[src/hw/rtl/lcm_pkg.sv]
// ----------------------------------------------------------------------------
// lcm_pkg
// Shared types and constants of the laser color mixer.
// ----------------------------------------------------------------------------
package lcm_pkg;

	localparam int unsigned COLOR_W = 8;
	localparam int unsigned MIX_W   = 10;  // half units, up to 1020
	localparam int unsigned GAIN_W  = 12;  // unsigned Q4.8
	localparam int unsigned RATIO_W = 9;
	localparam int unsigned CFG_W   = 12;
	localparam int unsigned IDX_W   = 3;
	localparam int unsigned PROD_W  = MIX_W + GAIN_W;  // 22
	localparam int unsigned SUB_W   = 21;              // signed (256-ratio)*max
	localparam int unsigned VAL_W   = 24;              // signed channel value
	localparam int unsigned WLUM_W  = 35;              // signed weighted channel
	localparam int unsigned LUMA_W  = 36;              // signed luma sum
	localparam int unsigned Q1_W    = 18;              // luma / 512 below saturation
	localparam int unsigned RECIP_W = 19;
	localparam int unsigned QPROD_W = Q1_W + RECIP_W;

	// floor(x/1000) == (x * RECIP_1000) >> RECIP_SHIFT for x below 2^18.
	localparam logic [RECIP_W-1:0] RECIP_1000  = 19'd268436;
	localparam int unsigned        RECIP_SHIFT = 28;

	localparam logic [VAL_W-1:0]  CH_SAT   = 24'd131072;      // 256 * 512
	localparam logic [LUMA_W-1:0] LUMA_SAT = 36'd131072000;   // 256 * 512000

	localparam logic [2:0] CH_RED   = 3'b001;
	localparam logic [2:0] CH_GREEN = 3'b010;
	localparam logic [2:0] CH_BLUE  = 3'b100;

	localparam logic [COLOR_W-1:0] LEVEL_MAX = 8'hFF;
	localparam logic [COLOR_W-1:0] LEVEL_MIN = 8'h00;

	typedef enum logic [IDX_W-1:0] {
		REG_CHANNEL_ENABLE = 3'd0,
		REG_ANALOG_MODE    = 3'd1,
		REG_LEVEL_RATIO    = 3'd2,
		REG_GAIN_RED       = 3'd3,
		REG_GAIN_GREEN     = 3'd4,
		REG_GAIN_BLUE      = 3'd5
	} reg_index_t;

	typedef struct packed {
		logic [2:0]         channel_enable;
		logic               analog_mode;
		logic [RATIO_W-1:0] level_ratio;
		logic [GAIN_W-1:0]  gain_red;
		logic [GAIN_W-1:0]  gain_green;
		logic [GAIN_W-1:0]  gain_blue;
	} cfg_t;

	typedef struct packed {
		logic [MIX_W-1:0] red;
		logic [MIX_W-1:0] green;
		logic [MIX_W-1:0] blue;
	} mix_t;

	typedef struct packed {
		logic signed [VAL_W-1:0] red;
		logic signed [VAL_W-1:0] green;
		logic signed [VAL_W-1:0] blue;
	} val_t;

	typedef struct packed {
		logic [COLOR_W-1:0] red;
		logic [COLOR_W-1:0] green;
		logic [COLOR_W-1:0] blue;
	} level_t;

endpackage

[src/hw/rtl/lcm_pt_if.sv]
// ----------------------------------------------------------------------------
// lcm_pt_if
// Point color channel: one RGB point per beat.
// ----------------------------------------------------------------------------
interface lcm_pt_if import lcm_pkg::*; ();
	logic               valid;
	logic               ready;
	logic [COLOR_W-1:0] in_red;
	logic [COLOR_W-1:0] in_green;
	logic [COLOR_W-1:0] in_blue;

	modport source (output valid, output in_red, output in_green, output in_blue,
		input ready);
	modport sink (input valid, input in_red, input in_green, input in_blue,
		output ready);
endinterface

[src/hw/rtl/lcm_lvl_if.sv]
// ----------------------------------------------------------------------------
// lcm_lvl_if
// Drive level channel: red, green, blue and gray levels per beat.
// ----------------------------------------------------------------------------
interface lcm_lvl_if import lcm_pkg::*; ();
	logic               valid;
	logic               ready;
	logic [COLOR_W-1:0] out_red;
	logic [COLOR_W-1:0] out_green;
	logic [COLOR_W-1:0] out_blue;
	logic [COLOR_W-1:0] out_gray;

	modport source (output valid, output out_red, output out_green, output out_blue,
		output out_gray, input ready);
	modport sink (input valid, input out_red, input out_green, input out_blue,
		input out_gray, output ready);
endinterface

[src/hw/rtl/lcm_cfg.sv]
// ----------------------------------------------------------------------------
// lcm_cfg
// Configuration register file; writes to unknown indexes are dropped.
// ----------------------------------------------------------------------------
module lcm_cfg import lcm_pkg::*; (
	input  logic             clk,
	input  logic             arst_n,
	input  logic             cfg_we,
	input  logic [IDX_W-1:0] cfg_index,
	input  logic [CFG_W-1:0] cfg_data,
	output cfg_t             cfg
);
	cfg_t cfg_q;

	always_ff @(posedge clk or negedge arst_n) begin
		if (!arst_n) begin
			cfg_q.channel_enable <= CH_RED | CH_GREEN | CH_BLUE;
			cfg_q.analog_mode    <= 1'b1;
			cfg_q.level_ratio    <= 9'd256;
			cfg_q.gain_red       <= 12'd256;
			cfg_q.gain_green     <= 12'd256;
			cfg_q.gain_blue      <= 12'd256;
		end else if (cfg_we) begin
			case (cfg_index)
				REG_CHANNEL_ENABLE: cfg_q.channel_enable <= cfg_data[2:0];
				REG_ANALOG_MODE:    cfg_q.analog_mode    <= cfg_data[0];
				REG_LEVEL_RATIO:    cfg_q.level_ratio    <= cfg_data[RATIO_W-1:0];
				REG_GAIN_RED:       cfg_q.gain_red       <= cfg_data[GAIN_W-1:0];
				REG_GAIN_GREEN:     cfg_q.gain_green     <= cfg_data[GAIN_W-1:0];
				REG_GAIN_BLUE:      cfg_q.gain_blue      <= cfg_data[GAIN_W-1:0];
				default: ;
			endcase
		end
	end

	assign cfg = cfg_q;
endmodule

[src/hw/rtl/laser_color_mixer.sv]
// ----------------------------------------------------------------------------
// laser_color_mixer
// Per-point laser color mixing with channel folding, level ratio and luma.
// ----------------------------------------------------------------------------
// Points arrive on the points channel (valid/ready, one RGB point per beat)
// and leave on the levels channel as red, green, blue and gray drive levels.
// Registers are written through cfg_we/cfg_index/cfg_data; write them only
// while no point is in flight.
// The datapath is a seven-stage pipeline: fold, products, channel values,
// luma weights, luma sum, level and reciprocal product, gray level. A point
// accepted on the points channel passes through the stage registers in order
// and is offered on the levels channel from the gray level stage register.
// One point is accepted every cycle while no stall holds the pipeline; each
// point makes a single pass through the stages.
// Every stage has its own valid bit and stalls only when it is full and the
// stage after it cannot take its beat, so bubbles close up and a stalled
// receiver fills the pipeline before points.ready falls; the final level
// beat holds steady until taken.
// Reset clears every valid bit and loads the register reset values: all
// channels enabled, analog mode, ratio 1.0 and unity gains.
// ----------------------------------------------------------------------------
module laser_color_mixer import lcm_pkg::*; (
	input  logic             clk,
	input  logic             arst_n,
	lcm_pt_if.sink           points,
	lcm_lvl_if.source        levels,
	input  logic             cfg_we,
	input  logic [IDX_W-1:0] cfg_index,
	input  logic [CFG_W-1:0] cfg_data
);
	cfg_t cfg;

	lcm_cfg u_cfg (
		.clk       (clk),
		.arst_n    (arst_n),
		.cfg_we    (cfg_we),
		.cfg_index (cfg_index),
		.cfg_data  (cfg_data),
		.cfg       (cfg)
	);

	logic vld_s1, vld_s2, vld_s3, vld_s4, vld_s5, vld_s6, vld_s7;
	logic en_s1, en_s2, en_s3, en_s4, en_s5, en_s6, en_s7;

	assign en_s7 = !vld_s7 || levels.ready;
	assign en_s6 = !vld_s6 || en_s7;
	assign en_s5 = !vld_s5 || en_s6;
	assign en_s4 = !vld_s4 || en_s5;
	assign en_s3 = !vld_s3 || en_s4;
	assign en_s2 = !vld_s2 || en_s3;
	assign en_s1 = !vld_s1 || en_s2;
	assign points.ready = en_s1;

	always_ff @(posedge clk or negedge arst_n) begin
		if (!arst_n) begin
			vld_s1 <= 1'b0;
			vld_s2 <= 1'b0;
			vld_s3 <= 1'b0;
			vld_s4 <= 1'b0;
			vld_s5 <= 1'b0;
			vld_s6 <= 1'b0;
			vld_s7 <= 1'b0;
		end else begin
			if (en_s1) vld_s1 <= points.valid;
			if (en_s2) vld_s2 <= vld_s1;
			if (en_s3) vld_s3 <= vld_s2;
			if (en_s4) vld_s4 <= vld_s3;
			if (en_s5) vld_s5 <= vld_s4;
			if (en_s6) vld_s6 <= vld_s5;
			if (en_s7) vld_s7 <= vld_s6;
		end
	end

	// Stage 1: fold disabled channels into the enabled ones, in half units.
	logic [MIX_W-1:0] r1, g1, b1;
	mix_t             mix_d;
	mix_t             mix_s1;

	assign r1 = MIX_W'(points.in_red);
	assign g1 = MIX_W'(points.in_green);
	assign b1 = MIX_W'(points.in_blue);

	always_comb begin
		mix_d = '0;
		case (cfg.channel_enable)
			CH_RED:   mix_d.red   = (r1 << 1) + g1 + b1;
			CH_GREEN: mix_d.green = r1 + (g1 << 1) + b1;
			CH_BLUE:  mix_d.blue  = r1 + g1 + (b1 << 1);
			CH_RED | CH_GREEN: begin
				mix_d.red   = (r1 << 1) + b1;
				mix_d.green = (g1 << 1) + b1;
			end
			CH_RED | CH_BLUE: begin
				mix_d.red  = (r1 << 1) + g1;
				mix_d.blue = (b1 << 1) + g1;
			end
			CH_GREEN | CH_BLUE: begin
				mix_d.green = (g1 << 1) + r1;
				mix_d.blue  = (b1 << 1) + r1;
			end
			CH_RED | CH_GREEN | CH_BLUE: begin
				mix_d.red   = r1 << 1;
				mix_d.green = g1 << 1;
				mix_d.blue  = b1 << 1;
			end
			default: mix_d = '0;
		endcase
	end

	always_ff @(posedge clk) begin
		if (en_s1) mix_s1 <= mix_d;
	end

	// Stage 2: gain products and the brightness term.
	logic        [MIX_W-1:0]  mx;
	logic signed [MIX_W-1:0]  ratio_k;
	logic        [PROD_W-1:0] pr_s2, pg_s2, pb_s2;
	logic signed [SUB_W-1:0]  sub_s2;

	always_comb begin
		mx = mix_s1.red;
		if (mix_s1.blue > mx) mx = mix_s1.blue;
		if (mix_s1.green > mx) mx = mix_s1.green;
	end

	// 256 - ratio wraps correctly in ten bits for every ratio code.
	assign ratio_k = $signed(MIX_W'(10'd256 - {1'b0, cfg.level_ratio}));

	always_ff @(posedge clk) begin
		if (en_s2) begin
			pr_s2  <= mix_s1.red * cfg.gain_red;
			pg_s2  <= mix_s1.green * cfg.gain_green;
			pb_s2  <= mix_s1.blue * cfg.gain_blue;
			sub_s2 <= SUB_W'(ratio_k * $signed({1'b0, mx}));
		end
	end

	// Stage 3: channel values, real value is v / 512.
	val_t val_s3, val_s4, val_s5;
	logic signed [VAL_W-1:0] sub_ext;

	assign sub_ext = VAL_W'(sub_s2);

	always_ff @(posedge clk) begin
		if (en_s3) begin
			val_s3.red   <= $signed(VAL_W'(pr_s2)) - sub_ext;
			val_s3.green <= $signed(VAL_W'(pg_s2)) - sub_ext;
			val_s3.blue  <= $signed(VAL_W'(pb_s2)) - sub_ext;
		end
	end

	// Stage 4: luma weights.
	logic signed [WLUM_W-1:0] wr_s4, wg_s4, wb_s4;

	always_ff @(posedge clk) begin
		if (en_s4) begin
			wr_s4  <= WLUM_W'(val_s3.red * 11'sd299);
			wg_s4  <= WLUM_W'(val_s3.green * 11'sd587);
			wb_s4  <= WLUM_W'(val_s3.blue * 11'sd114);
			val_s4 <= val_s3;
		end
	end

	// Stage 5: luma sum, real value is luma / 512000.
	logic signed [LUMA_W-1:0] luma_s5;

	always_ff @(posedge clk) begin
		if (en_s5) begin
			luma_s5 <= LUMA_W'(wr_s4) + LUMA_W'(wg_s4) + LUMA_W'(wb_s4);
			val_s5  <= val_s4;
		end
	end

	// Stage 6: channel levels, and the luma divide by 1000 as a reciprocal
	// multiply on luma / 512 (nested floor divisions give the same quotient).
	function automatic logic [COLOR_W-1:0] chan_level(
		input logic signed [VAL_W-1:0] v,
		input logic                    analog
	);
		logic [COLOR_W-1:0] lvl;
		if (analog) begin
			if (v < 0) lvl = LEVEL_MIN;
			else if (v >= $signed(CH_SAT)) lvl = LEVEL_MAX;
			else lvl = v[16:9];
		end else begin
			lvl = (v > 0) ? LEVEL_MAX : LEVEL_MIN;
		end
		return lvl;
	endfunction

	level_t             lvl_s6;
	logic               luma_neg_s6, luma_sat_s6, luma_pos_s6;
	logic [QPROD_W-1:0] qprod_s6;
	logic [Q1_W-1:0]    q1;

	assign q1 = luma_s5[Q1_W+8:9];

	always_ff @(posedge clk) begin
		if (en_s6) begin
			lvl_s6.red   <= chan_level(val_s5.red, cfg.analog_mode);
			lvl_s6.green <= chan_level(val_s5.green, cfg.analog_mode);
			lvl_s6.blue  <= chan_level(val_s5.blue, cfg.analog_mode);
			luma_neg_s6  <= luma_s5 < 0;
			luma_pos_s6  <= luma_s5 > 0;
			luma_sat_s6  <= luma_s5 >= $signed(LUMA_SAT);
			qprod_s6     <= q1 * RECIP_1000;
		end
	end

	// Stage 7: gray level and the output register.
	level_t             lvl_s7;
	logic [COLOR_W-1:0] gray_s7;
	logic [COLOR_W-1:0] gray_d;

	always_comb begin
		if (cfg.analog_mode) begin
			if (luma_neg_s6) gray_d = LEVEL_MIN;
			else if (luma_sat_s6) gray_d = LEVEL_MAX;
			else gray_d = qprod_s6[RECIP_SHIFT+COLOR_W-1:RECIP_SHIFT];
		end else begin
			gray_d = luma_pos_s6 ? LEVEL_MAX : LEVEL_MIN;
		end
	end

	always_ff @(posedge clk) begin
		if (en_s7) begin
			lvl_s7  <= lvl_s6;
			gray_s7 <= gray_d;
		end
	end

	assign levels.valid     = vld_s7;
	assign levels.out_red   = lvl_s7.red;
	assign levels.out_green = lvl_s7.green;
	assign levels.out_blue  = lvl_s7.blue;
	assign levels.out_gray  = gray_s7;
endmodule

[src/flat_wrapper.sv]
// flat-port wrapper written by rule: the top's interface ports become plain ports
module laser_color_mixer_flat import lcm_pkg::*;
  (clk, arst_n, cfg_we, cfg_index, cfg_data, points_valid, points_in_red, points_in_green, points_in_blue, points_ready, levels_valid, levels_out_red, levels_out_green, levels_out_blue, levels_out_gray, levels_ready);
  lcm_pt_if points_i ();
  lcm_lvl_if levels_i ();
  input  logic clk;
  input  logic arst_n;
  input  logic cfg_we;
  input  logic [IDX_W-1:0] cfg_index;
  input  logic [CFG_W-1:0] cfg_data;
  input wire logic [$bits(points_i.valid)-1:0] points_valid;
  input wire logic [$bits(points_i.in_red)-1:0] points_in_red;
  input wire logic [$bits(points_i.in_green)-1:0] points_in_green;
  input wire logic [$bits(points_i.in_blue)-1:0] points_in_blue;
  output wire logic [$bits(points_i.ready)-1:0] points_ready;
  output wire logic [$bits(levels_i.valid)-1:0] levels_valid;
  output wire logic [$bits(levels_i.out_red)-1:0] levels_out_red;
  output wire logic [$bits(levels_i.out_green)-1:0] levels_out_green;
  output wire logic [$bits(levels_i.out_blue)-1:0] levels_out_blue;
  output wire logic [$bits(levels_i.out_gray)-1:0] levels_out_gray;
  input wire logic [$bits(levels_i.ready)-1:0] levels_ready;
  assign points_i.valid = points_valid;
  assign points_i.in_red = points_in_red;
  assign points_i.in_green = points_in_green;
  assign points_i.in_blue = points_in_blue;
  assign points_ready = points_i.ready;
  assign levels_valid = levels_i.valid;
  assign levels_out_red = levels_i.out_red;
  assign levels_out_green = levels_i.out_green;
  assign levels_out_blue = levels_i.out_blue;
  assign levels_out_gray = levels_i.out_gray;
  assign levels_i.ready = levels_ready;
  laser_color_mixer u_core (.clk(clk), .arst_n(arst_n), .points(points_i), .levels(levels_i), .cfg_we(cfg_we), .cfg_index(cfg_index), .cfg_data(cfg_data));
endmodule
[config.mk]
export PLATFORM = sky130hd
export DESIGN_NAME = laser_color_mixer_flat
export DESIGN_NICKNAME = d
export VERILOG_FILES = /design/src/hw/rtl/lcm_pkg.sv /design/src/hw/rtl/lcm_pt_if.sv /design/src/hw/rtl/lcm_lvl_if.sv /design/src/hw/rtl/lcm_cfg.sv /design/src/hw/rtl/laser_color_mixer.sv /design/src/flat_wrapper.sv
export SDC_FILE = /design/constraint.sdc
export NUM_CORES = 2
export LEC_CHECK = 0
export BUFFER_PORTS_ARGS = -buffer_cell sky130_fd_sc_hd__buf_2
export CORE_ASPECT_RATIO = 0.75
export CORE_MARGIN = 2
export CORE_UTILIZATION = 55
export DETAILED_ROUTE_END_ITERATION = 16
export HOLD_SLACK_MARGIN = 0.08
export MAX_ROUTING_LAYER = met4
export PLACE_DENSITY = 0.82
export REMOVE_ABC_BUFFERS = 1
export SYNTH_ARGS = -nofsm -noshare
export SYNTH_HDL_FRONTEND = slang
export SYNTH_SLANG_ARGS = --single-unit
export TNS_END_PERCENT = 1
[constraint.sdc]
create_clock -name clk -period 12.6 [get_ports clk]
set_input_delay 0.63 -clock clk [delete_from_list [all_inputs] [get_ports clk]]
set_output_delay 0.63 -clock clk [all_outputs]
set_load 0.005 [all_outputs]
=== After elaboration in Yosys (flattened, before gate mapping) ===
Cells that the tools add are included.

* Eq/ne operators: 12
* Muxes and demuxes: 21
* Multipliers: 8
* Magnitude comparators: 14
* Reduce and logical (&&, ||, !) cells: 21
* Add/sub/neg operators: 16

{| class="wikitable"
|+ Operators by type and width
! operator !! count
|-
| 8-bit two-way mux || 16
|-
| 10-bit case mux with 4 select lines || 3
|-
| 24-bit by 19-bit greater-or-equal comparator with 1-bit output, second input constant || 3
|-
| 24-bit by 1-bit > comparator with 1-bit output, second input constant || 3
|-
| 24-bit by 1-bit < comparator with 1-bit output, second input constant || 3
|-
| 23-bit by 21-bit subtractor with 24-bit output || 3
|-
| 10-bit by 12-bit multiplier with 22-bit output || 3
|-
| 9-bit by 8-bit adder with 10-bit output || 5
|-
| 34-bit by 35-bit adder with 36-bit output || 1
|-
| 36-bit by 32-bit adder with 36-bit output || 1
|-
| 36-bit by 28-bit greater-or-equal comparator with 1-bit output, second input constant || 1
|-
| 36-bit by 1-bit > comparator with 1-bit output, second input constant || 1
|-
| 36-bit by 1-bit < comparator with 1-bit output, second input constant || 1
|-
| 24-bit by 11-bit multiplier with 35-bit output, second input constant || 1
|-
| 18-bit by 17-bit multiplier with 34-bit output, second input constant || 1
|-
| 24-bit by 10-bit multiplier with 34-bit output, second input constant || 1
|-
| 24-bit by 7-bit multiplier with 31-bit output, second input constant || 1
|-
| 10-bit by 11-bit multiplier with 21-bit output || 1
|-
| 10-bit by 8-bit adder with 10-bit output || 2
|-
| 10-bit > comparator || 2
|-
| 10-bit two-way mux || 2
|-
| 3-bit == test, second input constant || 6
|-
| 3-bit by 2-bit == test with 1-bit output, second input constant || 4
|-
| 2-bit AND reduction || 6
|-
| 8 further kinds || 21
|}

* Output and inout bits: 34
* Logic and storage cells: 136
* Register bits after elaboration: 618

=== Longest topological paths before layout ===
* Word-level depth: 8
* Gate-level depth with buffers: 39

=== Modules after synthesis ===
Synthesis repeated with hierarchy kept, for this count alone.

* Cell total of the unflattened synthesis: 5628
* Area, all modules: 59404.5 um^2

{| class="wikitable"
|+ Modules (own cells, without submodules)
! module !! area each (um^2) !! sequential area each (um^2) !! instances !! cells an instance
|-
| laser_color_mixer || 57525.2 || 16120.5 || 1 || 5520
|-
| lcm_cfg || 1879.3 || 1236.2 || 1 || 108
|}

=== Least setup slack after synthesis ===
Ideal clock, no wire load.

* Path type: register -> register
* From: reg u_core.mix_s1[27] (netlist name)
* To: reg u_core.sub_s2[20] (data pin)
* Stages on the path, launching flop included: 37
* Required time: 12.334 ns
* Path slack: 3.739 ns
* Path buffers: 3
* Arrival time: 8.595 ns
* Cells stage by stage: edfxtp_1 > clkbuf_1 > inv_1 > ha_1 > nand4_1 > nor2_1 > o21ai_0 > nand2_1 > nor3_1 > a31oi_1 > buf_2 > mux2i_1 > ha_1 > a21oi_1 > nor2b_1 > o21ai_0 > o221ai_1 > o22ai_1 > clkbuf_1 > nor2_1 > a21oi_1 > nand2_1 > fa_1 > fa_1 > inv_1 > fa_1 > fa_1 > fa_1 > ha_1 > a2111oi_0 > o21ai_0 > a31o_2 > a221oi_1 > o21ai_0 > o41ai_1 > mux2i_1 > nand4_1

* Longest elaborated chain between the ends: 5

{| class="wikitable"
|+ RTL lines
! element !! RTL line !! text
|-
| from (decl) || laser_color_mixer.sv:77 || <nowiki>mix_t mix_s1;</nowiki>
|-
| from (signal assigned) || laser_color_mixer.sv:111 || <nowiki>if (en_s1) mix_s1 <= mix_d;</nowiki>
|-
| 10-bit > comparator || laser_color_mixer.sv:122 || <nowiki>if (mix_s1.blue > mx) mx = mix_s1.blue;</nowiki>
|-
| 10-bit two-way mux (*) || laser_color_mixer.sv:122 ||
|-
| 10-bit > comparator || laser_color_mixer.sv:123 || <nowiki>if (mix_s1.green > mx) mx = mix_s1.green;</nowiki>
|-
| 10-bit two-way mux (*) || laser_color_mixer.sv:123 ||
|-
| 10-bit by 11-bit multiplier with 21-bit output (*) || laser_color_mixer.sv:134 || <nowiki>sub_s2 <= SUB_W'(ratio_k * $signed({1'b0, mx}));</nowiki>
|-
| to (signal assigned) || laser_color_mixer.sv:134 ||
|-
| to (decl) || laser_color_mixer.sv:118 || <nowiki>logic signed [SUB_W-1:0] sub_s2;</nowiki>
|}

Mark *: on every way between the ends. The rest lies on a longest branch, timed or not.
A chain may end at the register's enable or synchronous reset.

=== Final worst setup path ===
* From: reg u_core.mix_s1[7] (netlist name)
* To: reg u_core.sub_s2[20] (data pin)

The elaborated chain is that of the path after synthesis.

==> run_summary.xml <==
<?xml version="1.0" encoding="UTF-8"?>
<metrics>
  <group name="timing">
    <metric name="min_period_over_period" unit="">0.834</metric>
    <metric name="totalNegativeSetupSlack" unit="ns">0</metric>
    <metric name="fin_worst_skew" unit="ns">0.0407</metric>
    <metric name="max_clock_freq" unit="GHz">0.0952</metric>
    <metric name="post-route-min-period" unit="ns">10.51</metric>
    <metric name="hold_violations" unit="">0</metric>
    <metric name="rsz0062_at_grt" unit="">no</metric>
    <metric name="timing.final.setup_violations" unit="">0</metric>
    <metric name="report.final.slew_viol_count" unit="">0</metric>
    <metric name="slew_headroom" unit="">0.325</metric>
    <metric name="tightestPinTransition" unit="ns">1.01</metric>
  </group>
  <group name="clock_tree">
    <metric name="clock_latency" unit="ns">0.69</metric>
    <metric name="post_cts.repair.setup_buffers" unit="">0</metric>
    <metric name="cts_htree_levels" unit="">2</metric>
    <metric name="tritoncts" unit="">built</metric>
    <metric name="postCtsHoldBufs" unit="">0</metric>
    <metric name="clock_sinks" unit="">587</metric>
    <metric name="cts-buffers-inserted" unit="">60</metric>
    <metric name="cts.reportedPaths.clkPinSlew" unit="ns">0.06</metric>
    <metric name="cts_root_buffer" unit="">sky130_fd_sc_hd__clkbuf_16</metric>
    <metric name="post_cts.resized_instances" unit="">0</metric>
    <metric name="ctsLongestPathBuffers" unit="">3</metric>
  </group>
  <group name="logic_synthesis">
    <metric name="syn_inst" unit="">5550</metric>
    <metric name="async_flop_share" unit="">0.0954</metric>
    <metric name="post_synth_num_cell_types" unit="">92</metric>
    <metric name="synth_area" unit="sq um">58600</metric>
    <metric name="seq_area_frac_synth" unit="">0.296</metric>
    <metric name="synth_ff_type" unit="">sky130_fd_sc_hd__edfxtp_1</metric>
    <metric name="syn_avg_cell_area" unit="sq um">10.6</metric>
    <metric name="yosysWarningCount" unit="">0</metric>
    <metric name="yosys_register_bits" unit="">587</metric>
    <metric name="synth_enable_flop_cells" unit="">531</metric>
  </group>
  <group name="critical_path">
    <metric name="critical_path.most_common_cell" unit="">sky130_fd_sc_hd__fa_1</metric>
    <metric name="crit_path_max_incr_delay" unit="ns">0.81</metric>
    <metric name="cp_data_required_time" unit="ns">13.00</metric>
    <metric name="reg2reg_depth" unit="">33</metric>
    <metric name="worstSetupStartpoint" unit="">u_core.mix_s1[7]</metric>
    <metric name="cp-start-kind" unit="">flip-flop</metric>
    <metric name="worst_path_max_delay_cell" unit="">sky130_fd_sc_hd__a21oi_1</metric>
    <metric name="setup.worst_path.class" unit="">reg -&gt; reg</metric>
    <metric name="critPathArrivalTime" unit="ns">10.90</metric>
    <metric name="critPathCapture" unit="">u_core.sub_s2[20]</metric>
    <metric name="reg2reg_slack" unit="ns">2.09</metric>
    <metric name="worstReg2RegEnd" unit="">u_core.sub_s2[20]</metric>
    <metric name="timing.rr.start" unit="">u_core.mix_s1[7]</metric>
    <metric name="crit_path_max_fanout" unit="">14</metric>
    <metric name="worstSetupEndpointType" unit="">flip-flop</metric>
  </group>
  <group name="grt">
    <metric name="grt_start_max_net_pins" unit="">73</metric>
    <metric name="grt_ovf" unit="">0</metric>
    <metric name="via_count_of_the_first_global_routing_pass" unit="">40700</metric>
    <metric name="global_route.usage.total" unit="">0.256</metric>
    <metric name="grt_pass1_wl" unit="microns">217000</metric>
    <metric name="antenna_violations_before_repair" unit="">3</metric>
  </group>
  <group name="detailed_routing">
    <metric name="drt_iter0_drc" unit="">2942</metric>
    <metric name="drt_wl_total" unit="microns">133000</metric>
    <metric name="via_per_inst" unit="">5.61</metric>
    <metric name="ant_nets" unit="">0</metric>
    <metric name="routed_wire_length_per_instance" unit="microns">18.9</metric>
    <metric name="drt-pass1-iter-count" unit="">6</metric>
    <metric name="total_number_of_vias" unit="">39700</metric>
    <metric name="drt_drc_violations_left" unit="">0</metric>
  </group>
  <group name="layout">
    <metric name="post_route_cells_drive_above_1_share" unit="">0.0513</metric>
    <metric name="final_nets" unit="">7074</metric>
    <metric name="antenna_cells" unit="">0</metric>
    <metric name="area_growth_syn_to_layout" unit="%">6.61</metric>
  </group>
  <group name="die">
    <metric name="io-pin-count" unit="">78</metric>
    <metric name="placement_rows" unit="">103</metric>
    <metric name="die_height" unit="microns">287</metric>
    <metric name="floorplan.core_area" unit="sq um">105000</metric>
    <metric name="die-width" unit="microns">381</metric>
    <metric name="start_util" unit="">0.556</metric>
    <metric name="die_area" unit="sq um">109000</metric>
  </group>
  <group name="flow_run">
    <metric name="max_cap_viol_count" unit="">0</metric>
  </group>
  <group name="hold_path">
    <metric name="holdCritPathClass" unit="">in -&gt; async</metric>
  </group>
  <group name="placed_design">
    <metric name="detailedPlacementHpwl" unit="microns">107000</metric>
    <metric name="place.gp.congestion" unit="">0.966</metric>
    <metric name="number_of_buffer_cells_added_on_primary_ports" unit="">77</metric>
  </group>
  <group name="outcome">
    <metric name="result_of_the_run" unit="">complete, no violations</metric>
  </group>
</metrics>
==> worst min-delay path by stage <==
| stage | depth (start not counted) | slack, ns | endpoint |
|---|---|---|---|
| after floorplan | 0 | 0.33 | u_core.levels.valid |
| after global placement | 0 | 0.40 | u_core.val_s5[32] |
| after detailed placement | 0 | 0.40 | u_core.val_s5[17] |
| after CTS | 2 | 0.14 | u_core.vld_s1 |
| after global routing | 2 | 0.15 | u_core.vld_s1 |
| final | 2 | 0.13 | u_core.u_cfg.cfg[22] |
==> critical path, delay by kind of cell, from the launching register on <==
family                   cells  cell delay, ns
multiplexers                 2            0.69
adder cells (fa/ha/maj)      8            3.59
AO/OA/AOI/OAI               13            4.18
flip-flops                   1            0.61
AND/OR/NAND/NOR              8            0.89
buffers and inverters        2            0.28
==> logic make-up after synthesis <==
family / after synthesis / synth area share
buf+inv: 1106 / 0.0710
fa+ha+maj: 1429 / 0.378
simple gates: 1206 / 0.100
flops: 587 / 0.296
mux: 74 / 0.0151
compound gates: 845 / 0.0940
xor+xnor: 303 / 0.0453
==> layer usage <==
metal	up-vias	share of wire	GRT usage
li1	18800	-	-
met1	19400	0.44	0.340
met2	1244	0.46	0.404
met3	249	0.067	0.0412
met4	0	0.035	0.0819
met5	-	0	-
==> layout by cell type (no fill, tap or decap), types with 46 or more instances in the layout <==
master                        n
sky130_fd_sc_hd__inv_1      995
sky130_fd_sc_hd__mux2_2      46
sky130_fd_sc_hd__nor2_1     290
sky130_fd_sc_hd__o21bai_1    52
sky130_fd_sc_hd__nand3_1     50
sky130_fd_sc_hd__clkbuf_16   61
sky130_fd_sc_hd__xnor2_1    225
sky130_fd_sc_hd__ha_1       860
sky130_fd_sc_hd__nand2_1    358
sky130_fd_sc_hd__edfxtp_1   531
sky130_fd_sc_hd__nor3_1      66
sky130_fd_sc_hd__a21oi_1    249
sky130_fd_sc_hd__dfrtp_1     48
sky130_fd_sc_hd__a21o_1      92
sky130_fd_sc_hd__buf_2       77
sky130_fd_sc_hd__xor2_1      78
sky130_fd_sc_hd__fa_1       569
sky130_fd_sc_hd__o21ai_0    178
sky130_fd_sc_hd__and2_1     208
==> area by class of cell <==
type	count	area [sq um]
clock buffer	87	1660
clock inverter	25	287
fill	8562	43000
inverter	1002	3770
multi-input combinational	3857	37100
sequential	587	17400
tap	1417	1770
timing repair buffer	93	505
==> cell usage after synthesis, drive strengths merged (66+ instances only) <==
cell	n	area, sq um
a21o	92	691
a21oi	250	1250
and2	208	1300
clkbuf	95	357
edfxtp	531	15900
fa	569	11400
ha	860	10800
inv	998	3750
nand2	360	1350
nor2	290	1090
nor3	66	330
o21ai	182	915
xnor2	225	1970
xor2	78	683
==> sequential cells by signal, summed over array words and instances (netlist names), 8 cells and up <==
signal,count
u_core.levels.out_blue,8
u_core.levels.out_gray,8
u_core.levels.out_green,8
u_core.levels.out_red,8
u_core.luma_s5,36
u_core.lvl_s6,24
u_core.mix_s1,30
u_core.pb_s2,22
u_core.pg_s2,22
u_core.pr_s2,22
u_core.qprod_s6,8
u_core.sub_s2,21
u_core.u_cfg.cfg,49
u_core.val_s3,72
u_core.val_s4,70
u_core.val_s5,72
u_core.wb_s4,28
u_core.wg_s4,35
u_core.wr_s4,34
==> metrics by stage <==
step           cell area (sq um)  hold WS (ns)  utilization  cells  setup WS, ns
6_report                   62400         0.134        0.592   7068          2.09
5_1_grt                    62400         0.146        0.592   7068          1.40
4_1_cts                    62400         0.137        0.592   7068          2.17
3_5_place_dp               60500         0.405        0.574   6956          2.28
3_3_place_gp               60500         0.401        0.574   6956          2.47
2_1_floorplan              58200         0.334            -   5446          2.98
Power is left out: the tool's default activity adds up to more than one toggle a clock period on the data nets, which glitch-free logic cannot reach.
